==> src/hw/rtl/agsm_pkg.sv <==
// Shared types and constants for the automatic gear shift manager.
// No dependencies; every other file imports this package.
`default_nettype none

package agsm_pkg;

  // Input action codes
  localparam logic [1:0] ACT_REPORT  = 2'd0;
  localparam logic [1:0] ACT_LOAD    = 2'd1;
  localparam logic [1:0] ACT_RESTART = 2'd2;

  // Shift status codes from the transmission
  localparam logic [2:0] STAT_UNINIT = 3'd0;
  localparam logic [2:0] STAT_AVAIL  = 3'd1;
  localparam logic [2:0] STAT_LOCKED = 3'd2;
  localparam logic [2:0] STAT_UP     = 3'd3;
  localparam logic [2:0] STAT_DOWN   = 3'd4;

  // Event codes reported with each result
  localparam logic [3:0] EV_NONE       = 4'd0;
  localparam logic [3:0] EV_BAD_STATUS = 4'd1;
  localparam logic [3:0] EV_ENGINE_OFF = 4'd2;
  localparam logic [3:0] EV_WAITING    = 4'd3;
  localparam logic [3:0] EV_STILL      = 4'd4;
  localparam logic [3:0] EV_LOCKED     = 4'd5;
  localparam logic [3:0] EV_SUCCESS    = 4'd6;
  localparam logic [3:0] EV_FAILED     = 4'd7;
  localparam logic [3:0] EV_RESYNC     = 4'd8;
  localparam logic [3:0] EV_DOWN       = 4'd9;
  localparam logic [3:0] EV_UP         = 4'd10;

  // Configuration register indexes
  localparam logic [1:0] REG_WAIT_MS    = 2'd0;
  localparam logic [1:0] REG_GEAR_COUNT = 2'd1;
  localparam logic [1:0] REG_START_GEAR = 2'd2;

  // Engine counts as stalled at or below this speed
  localparam logic [14:0] STALL_RPM = 15'd500;

  // Command queue between front and back (power of two)
  localparam int CMDQ_DEPTH = 2;
  localparam int CMDQ_PTR_W = (CMDQ_DEPTH > 1) ? $clog2(CMDQ_DEPTH) : 1;
  localparam int CMDQ_CNT_W = $clog2(CMDQ_DEPTH + 1);

  // Classified command kinds
  typedef enum logic [2:0] {
    CMD_NOP        = 3'd0,
    CMD_REPORT     = 3'd1,
    CMD_BAD_STATUS = 3'd2,
    CMD_LOAD       = 3'd3,
    CMD_RESTART    = 3'd4
  } cmd_kind_t;

  typedef struct packed {
    cmd_kind_t          kind;
    logic [2:0]         idx;
    logic signed [7:0]  gear;
    logic [14:0]        min_rpm;
    logic [14:0]        max_rpm;
    logic [2:0]         status;
    logic [14:0]        rpm;
    logic               rpm_low;
    logic [31:0]        time_ms;
  } cmd_t;

  typedef struct packed {
    logic [15:0]        wait_ms;
    logic [3:0]         gear_count;
    logic signed [7:0]  home_gear;
  } cfg_t;

endpackage

`default_nettype wire

==> src/hw/rtl/agsm_front.sv <==
// Front end: accepts items, classifies them and queues commands for the back end.
// Depends on agsm_pkg.
`default_nettype none

module agsm_front import agsm_pkg::*; #(
  parameter int MAX_GEARS = 8
) (
  input  wire                clk,
  input  wire                rst,
  input  wire                push,
  output logic               full,
  input  wire  [1:0]         action,
  input  wire  [2:0]         entry_index,
  input  wire  signed [7:0]  gear_num,
  input  wire  [14:0]        min_rpm,
  input  wire  [14:0]        max_rpm,
  input  wire  [2:0]         shift_status,
  input  wire  [14:0]        eng_rpm,
  input  wire  [31:0]        time_ms,
  output logic               cmd_valid,
  output cmd_t               cmd,
  input  wire                cmd_take
);

  cmd_t                   q [CMDQ_DEPTH];
  logic [CMDQ_PTR_W-1:0]  wr_ptr;
  logic [CMDQ_PTR_W-1:0]  rd_ptr;
  logic [CMDQ_CNT_W-1:0]  count;
  cmd_t                   cls;
  logic                   push_ok;
  logic                   take_ok;

  // Classify the incoming item
  always_comb begin
    cls.idx     = entry_index;
    cls.gear    = gear_num;
    cls.min_rpm = min_rpm;
    cls.max_rpm = max_rpm;
    cls.status  = shift_status;
    cls.rpm     = eng_rpm;
    cls.rpm_low = (eng_rpm <= STALL_RPM);
    cls.time_ms = time_ms;
    unique case (action)
      ACT_REPORT:  cls.kind = (shift_status > STAT_DOWN) ? CMD_BAD_STATUS : CMD_REPORT;
      ACT_LOAD:    cls.kind = (5'(entry_index) < 5'(MAX_GEARS)) ? CMD_LOAD : CMD_NOP;
      ACT_RESTART: cls.kind = CMD_RESTART;
      default:     cls.kind = CMD_NOP;
    endcase
  end

  assign full      = (count == CMDQ_CNT_W'(CMDQ_DEPTH));
  assign cmd_valid = (count != '0);
  assign cmd       = q[rd_ptr];
  assign push_ok   = push && !full;
  assign take_ok   = cmd_take && cmd_valid;

  // Write the classified item into the queue
  always_ff @(posedge clk) begin
    if (push_ok) begin
      q[wr_ptr] <= cls;
    end
  end

  // Advance pointers and count
  always_ff @(posedge clk) begin
    if (rst) begin
      wr_ptr <= '0;
      rd_ptr <= '0;
      count  <= '0;
    end else begin
      if (push_ok) begin
        wr_ptr <= wr_ptr + 1'b1;
      end
      if (take_ok) begin
        rd_ptr <= rd_ptr + 1'b1;
      end
      if (push_ok && !take_ok) begin
        count <= count + 1'b1;
      end else if (take_ok && !push_ok) begin
        count <= count - 1'b1;
      end
    end
  end

  a_count_bound: assert property (@(posedge clk) disable iff (rst)
    count <= CMDQ_CNT_W'(CMDQ_DEPTH))
    else $error("command queue count beyond depth");

  a_push_fills: assert property (@(posedge clk) disable iff (rst)
    push_ok |=> cmd_valid)
    else $error("accepted item did not reach the command queue");

endmodule

`default_nettype wire

==> src/hw/rtl/agsm_back.sv <==
// Back end: walks the gear table for each engine report, updates the shift state and
// holds the result item in an output register. Depends on agsm_pkg.
`default_nettype none

module agsm_back import agsm_pkg::*; #(
  parameter int MAX_GEARS = 8
) (
  input  wire                clk,
  input  wire                rst,
  input  cfg_t               cfg,
  input  wire                cmd_valid,
  input  cmd_t               cmd,
  output logic               cmd_take,
  output logic               empty,
  input  wire                pop,
  output logic signed [7:0]  gear_cmd,
  output logic               waiting_for_shift,
  output logic [31:0]        last_shift_ms,
  output logic [3:0]         event_res
);

  localparam int IDX_W = (MAX_GEARS > 1) ? $clog2(MAX_GEARS) : 1;
  localparam int CNT_W = $clog2(MAX_GEARS + 1);

  typedef enum logic [2:0] {
    ST_IDLE = 3'b001,
    ST_WALK = 3'b010,
    ST_FIN  = 3'b100
  } state_t;

  state_t state;

  // Gear table, one entry per slot
  logic signed [7:0] tbl_num [MAX_GEARS];
  logic [14:0]       tbl_min [MAX_GEARS];
  logic [14:0]       tbl_max [MAX_GEARS];

  // Shift state
  logic signed [7:0] cur_gear, cur_gear_next;
  logic signed [7:0] phys_gear, phys_gear_next;
  logic signed [7:0] cmd_gear, cmd_gear_next;
  logic              pend, pend_next;
  logic [31:0]       last_time, last_time_next;

  // Command under work and walk results
  cmd_t              cur_cmd;
  logic [IDX_W-1:0]  walk_idx;
  logic              hit_in, hit_phys, hit_cur;
  logic [14:0]       cur_min, cur_max;
  logic              has_lower, has_higher;
  logic signed [7:0] lower_gear, higher_gear;

  // Result register
  logic              res_valid;
  logic [3:0]        ev;
  logic              tbl_we;
  logic              fin_go;
  logic [CNT_W-1:0]  n_cnt;
  logic              walk_last;
  logic signed [7:0] ent_num;
  logic [14:0]       ent_min, ent_max;
  logic signed [7:0] in_gear;
  logic signed [7:0] phys_new;
  logic              phys_known;
  logic [31:0]       elapsed;
  logic [4:0]        ld_idx;

  // Clamp the table size to the slots that exist
  assign n_cnt = ({1'b0, cfg.gear_count} > 5'(MAX_GEARS)) ? CNT_W'(MAX_GEARS)
                                                         : CNT_W'(cfg.gear_count);
  assign walk_last = ((CNT_W'(walk_idx) + 1'b1) == n_cnt);
  assign ent_num   = tbl_num[walk_idx];
  assign ent_min   = tbl_min[walk_idx];
  assign ent_max   = tbl_max[walk_idx];
  assign in_gear   = cur_cmd.gear;
  assign ld_idx    = 5'(cur_cmd.idx);

  assign cmd_take = (state == ST_IDLE) && cmd_valid;
  assign fin_go   = (state == ST_FIN) && (!res_valid || pop);
  assign empty    = !res_valid;

  // Sequencer
  always_ff @(posedge clk) begin
    if (rst) begin
      state <= ST_IDLE;
    end else begin
      unique case (state)
        ST_IDLE: begin
          if (cmd_valid) begin
            state <= (cmd.kind == CMD_REPORT && n_cnt != '0) ? ST_WALK : ST_FIN;
          end
        end
        ST_WALK: begin
          if (walk_last) begin
            state <= ST_FIN;
          end
        end
        ST_FIN: begin
          if (fin_go) begin
            state <= ST_IDLE;
          end
        end
        default: state <= ST_IDLE;
      endcase
    end
  end

  // Latch the command and sweep the table one slot a cycle
  always_ff @(posedge clk) begin
    if (cmd_take) begin
      cur_cmd    <= cmd;
      walk_idx   <= '0;
      hit_in     <= 1'b0;
      hit_phys   <= 1'b0;
      hit_cur    <= 1'b0;
      has_lower  <= 1'b0;
      has_higher <= 1'b0;
    end else if (state == ST_WALK) begin
      walk_idx <= walk_idx + 1'b1;
      if (ent_num == in_gear) begin
        hit_in <= 1'b1;
      end
      if (ent_num == phys_gear) begin
        hit_phys <= 1'b1;
      end
      if (!hit_cur && ent_num == cur_gear) begin
        hit_cur <= 1'b1;
        cur_min <= ent_min;
        cur_max <= ent_max;
      end
      // keep the last lower gear in table order
      if (ent_num < cur_gear) begin
        has_lower  <= 1'b1;
        lower_gear <= ent_num;
      end
      // keep the first higher gear in table order
      if (!has_higher && ent_num > cur_gear) begin
        has_higher  <= 1'b1;
        higher_gear <= ent_num;
      end
    end
  end

  assign phys_new   = hit_in ? in_gear : phys_gear;
  assign phys_known = hit_in || hit_phys;
  assign elapsed    = cur_cmd.time_ms - last_time;

  // Decide the outcome of the command
  always_comb begin
    cur_gear_next  = cur_gear;
    phys_gear_next = phys_gear;
    cmd_gear_next  = cmd_gear;
    pend_next      = pend;
    last_time_next = last_time;
    ev             = EV_NONE;
    tbl_we         = 1'b0;
    unique case (cur_cmd.kind)
      CMD_BAD_STATUS: ev = EV_BAD_STATUS;
      CMD_LOAD:       tbl_we = 1'b1;
      CMD_RESTART: begin
        cur_gear_next  = cfg.home_gear;
        cmd_gear_next  = cfg.home_gear;
        phys_gear_next = '0;
        pend_next      = 1'b0;
        last_time_next = '0;
      end
      CMD_REPORT: begin
        phys_gear_next = phys_new;
        priority if (cur_cmd.rpm_low) begin
          ev = EV_ENGINE_OFF;
        end else if (pend) begin
          priority if (elapsed < 32'(cfg.wait_ms)) begin
            ev = EV_WAITING;
          end else if (cur_cmd.status == STAT_UNINIT || cur_cmd.status == STAT_UP ||
                       cur_cmd.status == STAT_DOWN) begin
            last_time_next = cur_cmd.time_ms;
            ev             = EV_STILL;
          end else if (cur_cmd.status == STAT_LOCKED) begin
            last_time_next = cur_cmd.time_ms;
            ev             = EV_LOCKED;
          end else begin
            pend_next = 1'b0;
            if (phys_new != cur_gear) begin
              if (phys_known) begin
                cur_gear_next = phys_new;
              end
              ev = EV_SUCCESS;
            end else begin
              cmd_gear_next = phys_new;
              ev            = EV_FAILED;
            end
          end
        end else if (cur_cmd.status > STAT_LOCKED) begin
          ev = EV_NONE;
        end else if (cur_gear != phys_new) begin
          if (phys_known) begin
            cur_gear_next = phys_new;
          end
          ev = EV_RESYNC;
        end else if (!hit_cur) begin
          ev = EV_NONE;
        end else if (cur_cmd.rpm < cur_min && has_lower) begin
          cmd_gear_next  = lower_gear;
          last_time_next = cur_cmd.time_ms;
          pend_next      = 1'b1;
          ev             = EV_DOWN;
        end else if (cur_cmd.rpm > cur_max && has_higher) begin
          cmd_gear_next  = higher_gear;
          last_time_next = cur_cmd.time_ms;
          pend_next      = 1'b1;
          ev             = EV_UP;
        end else begin
          ev = EV_NONE;
        end
      end
      default: ev = EV_NONE;
    endcase
  end

  // Write a loaded table entry
  always_ff @(posedge clk) begin
    if (fin_go && tbl_we) begin
      tbl_num[ld_idx[IDX_W-1:0]] <= cur_cmd.gear;
      tbl_min[ld_idx[IDX_W-1:0]] <= cur_cmd.min_rpm;
      tbl_max[ld_idx[IDX_W-1:0]] <= cur_cmd.max_rpm;
    end
  end

  // Commit the shift state
  always_ff @(posedge clk) begin
    if (rst) begin
      cur_gear  <= '0;
      phys_gear <= '0;
      cmd_gear  <= '0;
      pend      <= 1'b0;
      last_time <= '0;
    end else if (fin_go) begin
      cur_gear  <= cur_gear_next;
      phys_gear <= phys_gear_next;
      cmd_gear  <= cmd_gear_next;
      pend      <= pend_next;
      last_time <= last_time_next;
    end
  end

  // Hold the result item until popped
  always_ff @(posedge clk) begin
    if (rst) begin
      res_valid <= 1'b0;
    end else if (fin_go) begin
      res_valid <= 1'b1;
    end else if (pop) begin
      res_valid <= 1'b0;
    end
  end

  always_ff @(posedge clk) begin
    if (fin_go) begin
      gear_cmd          <= cmd_gear_next;
      waiting_for_shift <= pend_next;
      last_shift_ms     <= last_time_next;
      event_res         <= ev;
    end
  end

  a_walk_in_range: assert property (@(posedge clk) disable iff (rst)
    (state == ST_WALK) |-> (CNT_W'(walk_idx) < n_cnt))
    else $error("table walk past the valid entries");

  a_take_idle: assert property (@(posedge clk) disable iff (rst)
    cmd_take |=> (state == ST_WALK || state == ST_FIN))
    else $error("command taken without starting work");

  a_shift_pends: assert property (@(posedge clk) disable iff (rst)
    (res_valid && (event_res == EV_DOWN || event_res == EV_UP)) |-> waiting_for_shift)
    else $error("shift commanded without pending flag");

  a_done_clears: assert property (@(posedge clk) disable iff (rst)
    (res_valid && (event_res == EV_SUCCESS || event_res == EV_FAILED)) |-> !waiting_for_shift)
    else $error("finished shift still pending");

endmodule

`default_nettype wire

==> src/hw/rtl/auto_gear_shift_manager_top.sv <==
// Top level of the automatic gear shift manager: configuration registers and
// the front and back ends. Depends on agsm_pkg, agsm_front, agsm_back.
//
//  channel   handshake          payload
//  --------  -----------------  -------------------------------------------------
//  input     push / full        action entry_index gear_num min_rpm max_rpm
//                               shift_status eng_rpm time_ms
//  result    empty / pop        gear_cmd waiting_for_shift last_shift_ms event_res
//  config    cfg_we             cfg_addr cfg_data (wait_ms, gear_count, home_gear)
//
// In the back end an engine report is picked up as a command, then walks each valid
// table slot (none when the table is empty), then commits the result. Load, restart
// and rejected items skip the walk. The table walk sets the rate.
// The front queue holds two items, so input stalls only when the back end lags.
// Reset (rst, synchronous) empties both queues and clears the shift state; the table
// holds whatever was last loaded.
`default_nettype none

module auto_gear_shift_manager_top import agsm_pkg::*; #(
  parameter int MAX_GEARS = 8
) (
  input  wire                clk,
  input  wire                rst,
  input  wire                push,
  output logic               full,
  input  wire  [1:0]         action,
  input  wire  [2:0]         entry_index,
  input  wire  signed [7:0]  gear_num,
  input  wire  [14:0]        min_rpm,
  input  wire  [14:0]        max_rpm,
  input  wire  [2:0]         shift_status,
  input  wire  [14:0]        eng_rpm,
  input  wire  [31:0]        time_ms,
  output logic               empty,
  input  wire                pop,
  output logic signed [7:0]  gear_cmd,
  output logic               waiting_for_shift,
  output logic [31:0]        last_shift_ms,
  output logic [3:0]         event_res,
  input  wire                cfg_we,
  input  wire  [1:0]         cfg_addr,
  input  wire  [15:0]        cfg_data
);

  cfg_t cfg;
  logic cmd_valid;
  cmd_t cmd;
  logic cmd_take;

  // Configuration registers
  always_ff @(posedge clk) begin
    if (rst) begin
      cfg.wait_ms    <= 16'd500;
      cfg.gear_count <= 4'd1;
      cfg.home_gear  <= 8'sd1;
    end else if (cfg_we) begin
      unique case (cfg_addr)
        REG_WAIT_MS:    cfg.wait_ms    <= cfg_data;
        REG_GEAR_COUNT: cfg.gear_count <= cfg_data[3:0];
        REG_START_GEAR: cfg.home_gear  <= cfg_data[7:0];
        default: ;
      endcase
    end
  end

  agsm_front #(
    .MAX_GEARS (MAX_GEARS)
  ) u_front (
    .clk          (clk),
    .rst          (rst),
    .push         (push),
    .full         (full),
    .action       (action),
    .entry_index  (entry_index),
    .gear_num     (gear_num),
    .min_rpm      (min_rpm),
    .max_rpm      (max_rpm),
    .shift_status (shift_status),
    .eng_rpm      (eng_rpm),
    .time_ms      (time_ms),
    .cmd_valid    (cmd_valid),
    .cmd          (cmd),
    .cmd_take     (cmd_take)
  );

  agsm_back #(
    .MAX_GEARS (MAX_GEARS)
  ) u_back (
    .clk               (clk),
    .rst               (rst),
    .cfg               (cfg),
    .cmd_valid         (cmd_valid),
    .cmd               (cmd),
    .cmd_take          (cmd_take),
    .empty             (empty),
    .pop               (pop),
    .gear_cmd          (gear_cmd),
    .waiting_for_shift (waiting_for_shift),
    .last_shift_ms     (last_shift_ms),
    .event_res         (event_res)
  );

endmodule

`default_nettype wire
==> config.mk <==
export PLATFORM = sky130hd
export DESIGN_NAME = auto_gear_shift_manager_top
export DESIGN_NICKNAME = d
export VERILOG_FILES = /design/src/hw/rtl/agsm_pkg.sv /design/src/hw/rtl/agsm_front.sv /design/src/hw/rtl/agsm_back.sv /design/src/hw/rtl/auto_gear_shift_manager_top.sv
export SDC_FILE = /design/constraint.sdc
export NUM_CORES = 1
export LEC_CHECK = 0
export BUFFER_PORTS_ARGS = -buffer_cell sky130_fd_sc_hd__buf_2
export CAP_MARGIN = 20
export CORE_MARGIN = 4
export CORE_UTILIZATION = 25
export DETAILED_ROUTE_END_ITERATION = 12
export GPL_ROUTABILITY_DRIVEN = 0
export MAX_ROUTING_LAYER = met4
export PLACE_DENSITY = 0.47
export SLEW_MARGIN = 20
export SYNTH_ARGS = -nofsm -noshare
export SYNTH_HDL_FRONTEND = slang
export SYNTH_SLANG_ARGS = --single-unit
==> constraint.sdc <==
create_clock -name clk -period 6.2 [get_ports clk]
set_clock_uncertainty 0.1 [all_clocks]
set_input_delay 0.31 -clock clk [delete_from_list [all_inputs] [get_ports clk]]
set_output_delay 0.31 -clock clk [all_outputs]
set_load 0.03 [all_outputs]
==> results.json <==
{
  "vias": 18571,
  "drc": 0,
  "path_clk_slew_ps": 60,
  "syn_area_per_cell_um2": 15.8,
  "worst_pin_slew_ps": 993,
  "cts_tree": "yes",
  "synth-edff-count": 680,
  "cp_common_cell": "nand2_1",
  "critPathKind": "reg2reg",
  "dp.cells": 3912,
  "fin_crit_sh_pct": 91.8,
  "final_antenna_net_count": 0,
  "antenna_found_initial": 15,
  "start_util_pct": 25.2,
  "crit_path_end_kind": "register",
  "status": "finished clean",
  "power_density_nw_per_um2": 391,
  "rsz0062_at_grt": "no",
  "syn_nets": 2263,
  "cp_cell_sequence": "inv_1 > ha_1 > fa_1 > nand2b_1 > a21oi_1 > o21ai_0 > nand2_1 > nand3_1 > nand2_1 > xor2_1 > ha_1 > a21oi_1 > nand2_1 > a221oi_1 > o211ai_1 > nor4_1 > o2111a_1 > nand4_1 > o41ai_2 > o21a_1 > nor2_2 > buf_4 > a32o_1",
  "coreArea_um2": 129000,
  "fmax_mhz": 176,
  "area_delta_synth_final_pct": 20.6,
  "wl_um": 80500,
  "fp.dieArea_um2": 136000,
  "htreeDepth": 3,
  "power_leakage_nw": 13.2,
  "finalNonFillerCells": 4172,
  "max_slew_margin_pct": 33.8,
  "crit_path_max_fanout": 19,
  "cp_num_buf_inv": 2,
  "hold_class": "in2reg",
  "syn_inst": 2061,
  "grt_max_degree": 64,
  "grt_pass1_vias": 19446,
  "synth_cell_types": 76,
  "drt_iter0_drc": 1193,
  "drive_above_1_share_pct": 23.1,
  "die-width_um": 369,
  "die_y_um": 369,
  "final-setup-viol-count": 0,
  "cp-start-kind": "register",
  "syn_area_um2": 32600,
  "crit_family": "compound AO/OA/AOI/OAI gates",
  "synth-main-ff-cell": "edfxtp_1",
  "hold_viol": 0,
  "grt_pass1_wl_um": 122000,
  "insertion_delay_ps": 650,
  "layout_commonest_cell": "edfxtp_1",
  "ir_drop_v": 0.000190,
  "clkSinkCount": 785,
  "holdCritStartpoint": "push",
  "setup_tns_ps": 0,
  "root_buffer": "clkbuf_16",
  "slowest_delay_ps": 460,
  "arrival_ps": 5960,
  "fillers": 12856,
  "drtPass1Iterations": 6,
  "finalNetCount": 2564,
  "cp_slowest_cell": "fa_1",
  "synth-seq-cells": 785,
  "wl_per_cell_um": 19.3,
  "yosysWarnings": 0,
  "maxSlewViolCount": 0,
  "cts_resized": 0,
  "gr-total-overflow": 0,
  "most-common-layout-cells": "edfxtp_1 (680), buf_2 (162), mux2_2 (126), dlygate4sd3_1 (111), inv_1 (109)",
  "cap_violations": 0,
  "ys_async_sr_fraction_pct": 0,
  "dp_slack_ps": 592,
  "cts.path.max_buffers": 3,
  "required_ps": 6470,
  "cts_inserted_buffers": 79,
  "via_per_inst": 4.45,
  "cp-startpoint": "u_back.cur_cmd[0]",
  "r2r_start": "u_back.cur_cmd[0]",
  "synth_seq_area_share_pct": 69.1,
  "rows": 132,
  "fin_ws_ps": 509,
  "io_buffers": 162,
  "io_pins": 163,
  "grtUsageTotal_pct": 12.0,
  "timing.final.crit_period_ps": 5690,
  "dp_hpwl_um": 52700
}
==> routing by layer <==
| layer | up-vias | track usage [%] | part of all wire (%) |
|---|---|---|---|
| li1 | 8605 | - | - |
| met1 | 9467 | 15.8 | 47 |
| met2 | 380 | 19.0 | 47 |
| met3 | 119 | 2.18 | 4.3 |
| met4 | 0 | 3.05 | 2.2 |
| met5 | - | - | 0 |
==> sequential cells by signal (all words and copies together), names as in the netlist, 28 cells and up, named ones only <==
| register | count |
|---|---|
| u_back.tbl_min | 120 |
| cfg | 28 |
| u_back.last_shift_ms | 32 |
| u_back.cur_cmd | 87 |
| u_back.tbl_max | 120 |
| u_back.last_time | 32 |
| u_back.tbl_num | 64 |
| u_front.q | 190 |
==> power by group <==
group | total [W] | leakage, nW | internal [W] | switching [W]
clock | 0.00478 | 1.25 | 0.00274 | 0.00203
sequential | 0.00741 | 7.11 | 0.00681 | 0.000598
combinational | 0.00318 | 4.81 | 0.00121 | 0.00197
==> repair_timing <==
action | CTS | global route
hold endpoints to repair | 219 | 0
hold buffers | 111 | 0
setup buffers | 0 | 0
==> worst register-to-register path, delay by kind of cell (launching register included) <==
kind | cells | cell delay [ps]
adders and majority gates | 3 | 970
AOI/OAI and AO/OA | 9 | 2280
and+or+nand+nor | 8 | 1160
xor gates and xnor gates | 1 | 180
buffers and inverters | 2 | 380
DFF | 1 | 380
==> worst paths after layout <==
| kind | to | slack (ps) | cells after the start |
|---|---|---|---|
| max | u_back.last_shift_ms[19] | 510 | 23 |
| min | u_front.wr_ptr | 40 | 4 |
| max reg2reg | u_back.last_shift_ms[19] | 510 | 23 |
| min reg2reg | cfg[13] | 360 | 2 |
==> stage by stage <==
stage               power (W)  utilization (%)  instance area (um^2)  hold slack, ps
floorplan             0.00953                -                 32600             309
global placement       0.0106             27.5                 35600             350
detailed placement     0.0107             27.5                 35600             350
CTS                    0.0156             30.3                 39300            2.17
global route           0.0162             30.3                 39300            42.9
finish                 0.0154             30.3                 39300            39.6
==> Yosys cell counts, types with 12 or more instances <==
library cell,instances,area [um^2]
edfxtp_1,680,20400
mux2_2,126,1420
nor2_1,114,428
inv_1,109,409
dfxtp_1,105,2100
a21oi_1,95,475
nand2_1,91,342
ha_1,85,1060
mux4_2,76,1710
o21ai_0,56,280
clkbuf_1,54,203
mux2i_1,41,410
a22o_1,32,280
a32o_1,32,320
xnor2_1,30,263
xor2_1,24,210
o211ai_1,23,173
a21o_1,21,158
nand4_1,21,131
buf_2,18,90.1
nand3_1,15,75.1
and3_1,14,87.6
o21a_1,12,90.1
o21ai_1,12,60.1
==> cell families after synthesis <==
kind of cell | Yosys count | synth area share (%)
DFF | 785 | 69.1
AOI/OAI and AO/OA | 364 | 7.84
and+or+nand+nor | 336 | 5.03
muxes | 244 | 10.9
buffers and inverters | 192 | 2.28
adders and majority gates | 86 | 3.33
xor gates and xnor gates | 54 | 1.45
==> final cells by class <==
class	count	area, um^2	share of cell area (%)
multi-input combinational	1084	9420	24.0
clock buffer	99	2170	5.51
timing repair buffer	302	2140	5.44
antenna	10	25.0	0.0637
clock inverter	40	422	1.07
sequential	785	22500	57.3
inverter	110	415	1.06
tap	1742	2180	5.55
No activity file was read; power rests on OpenSTA's default activity.
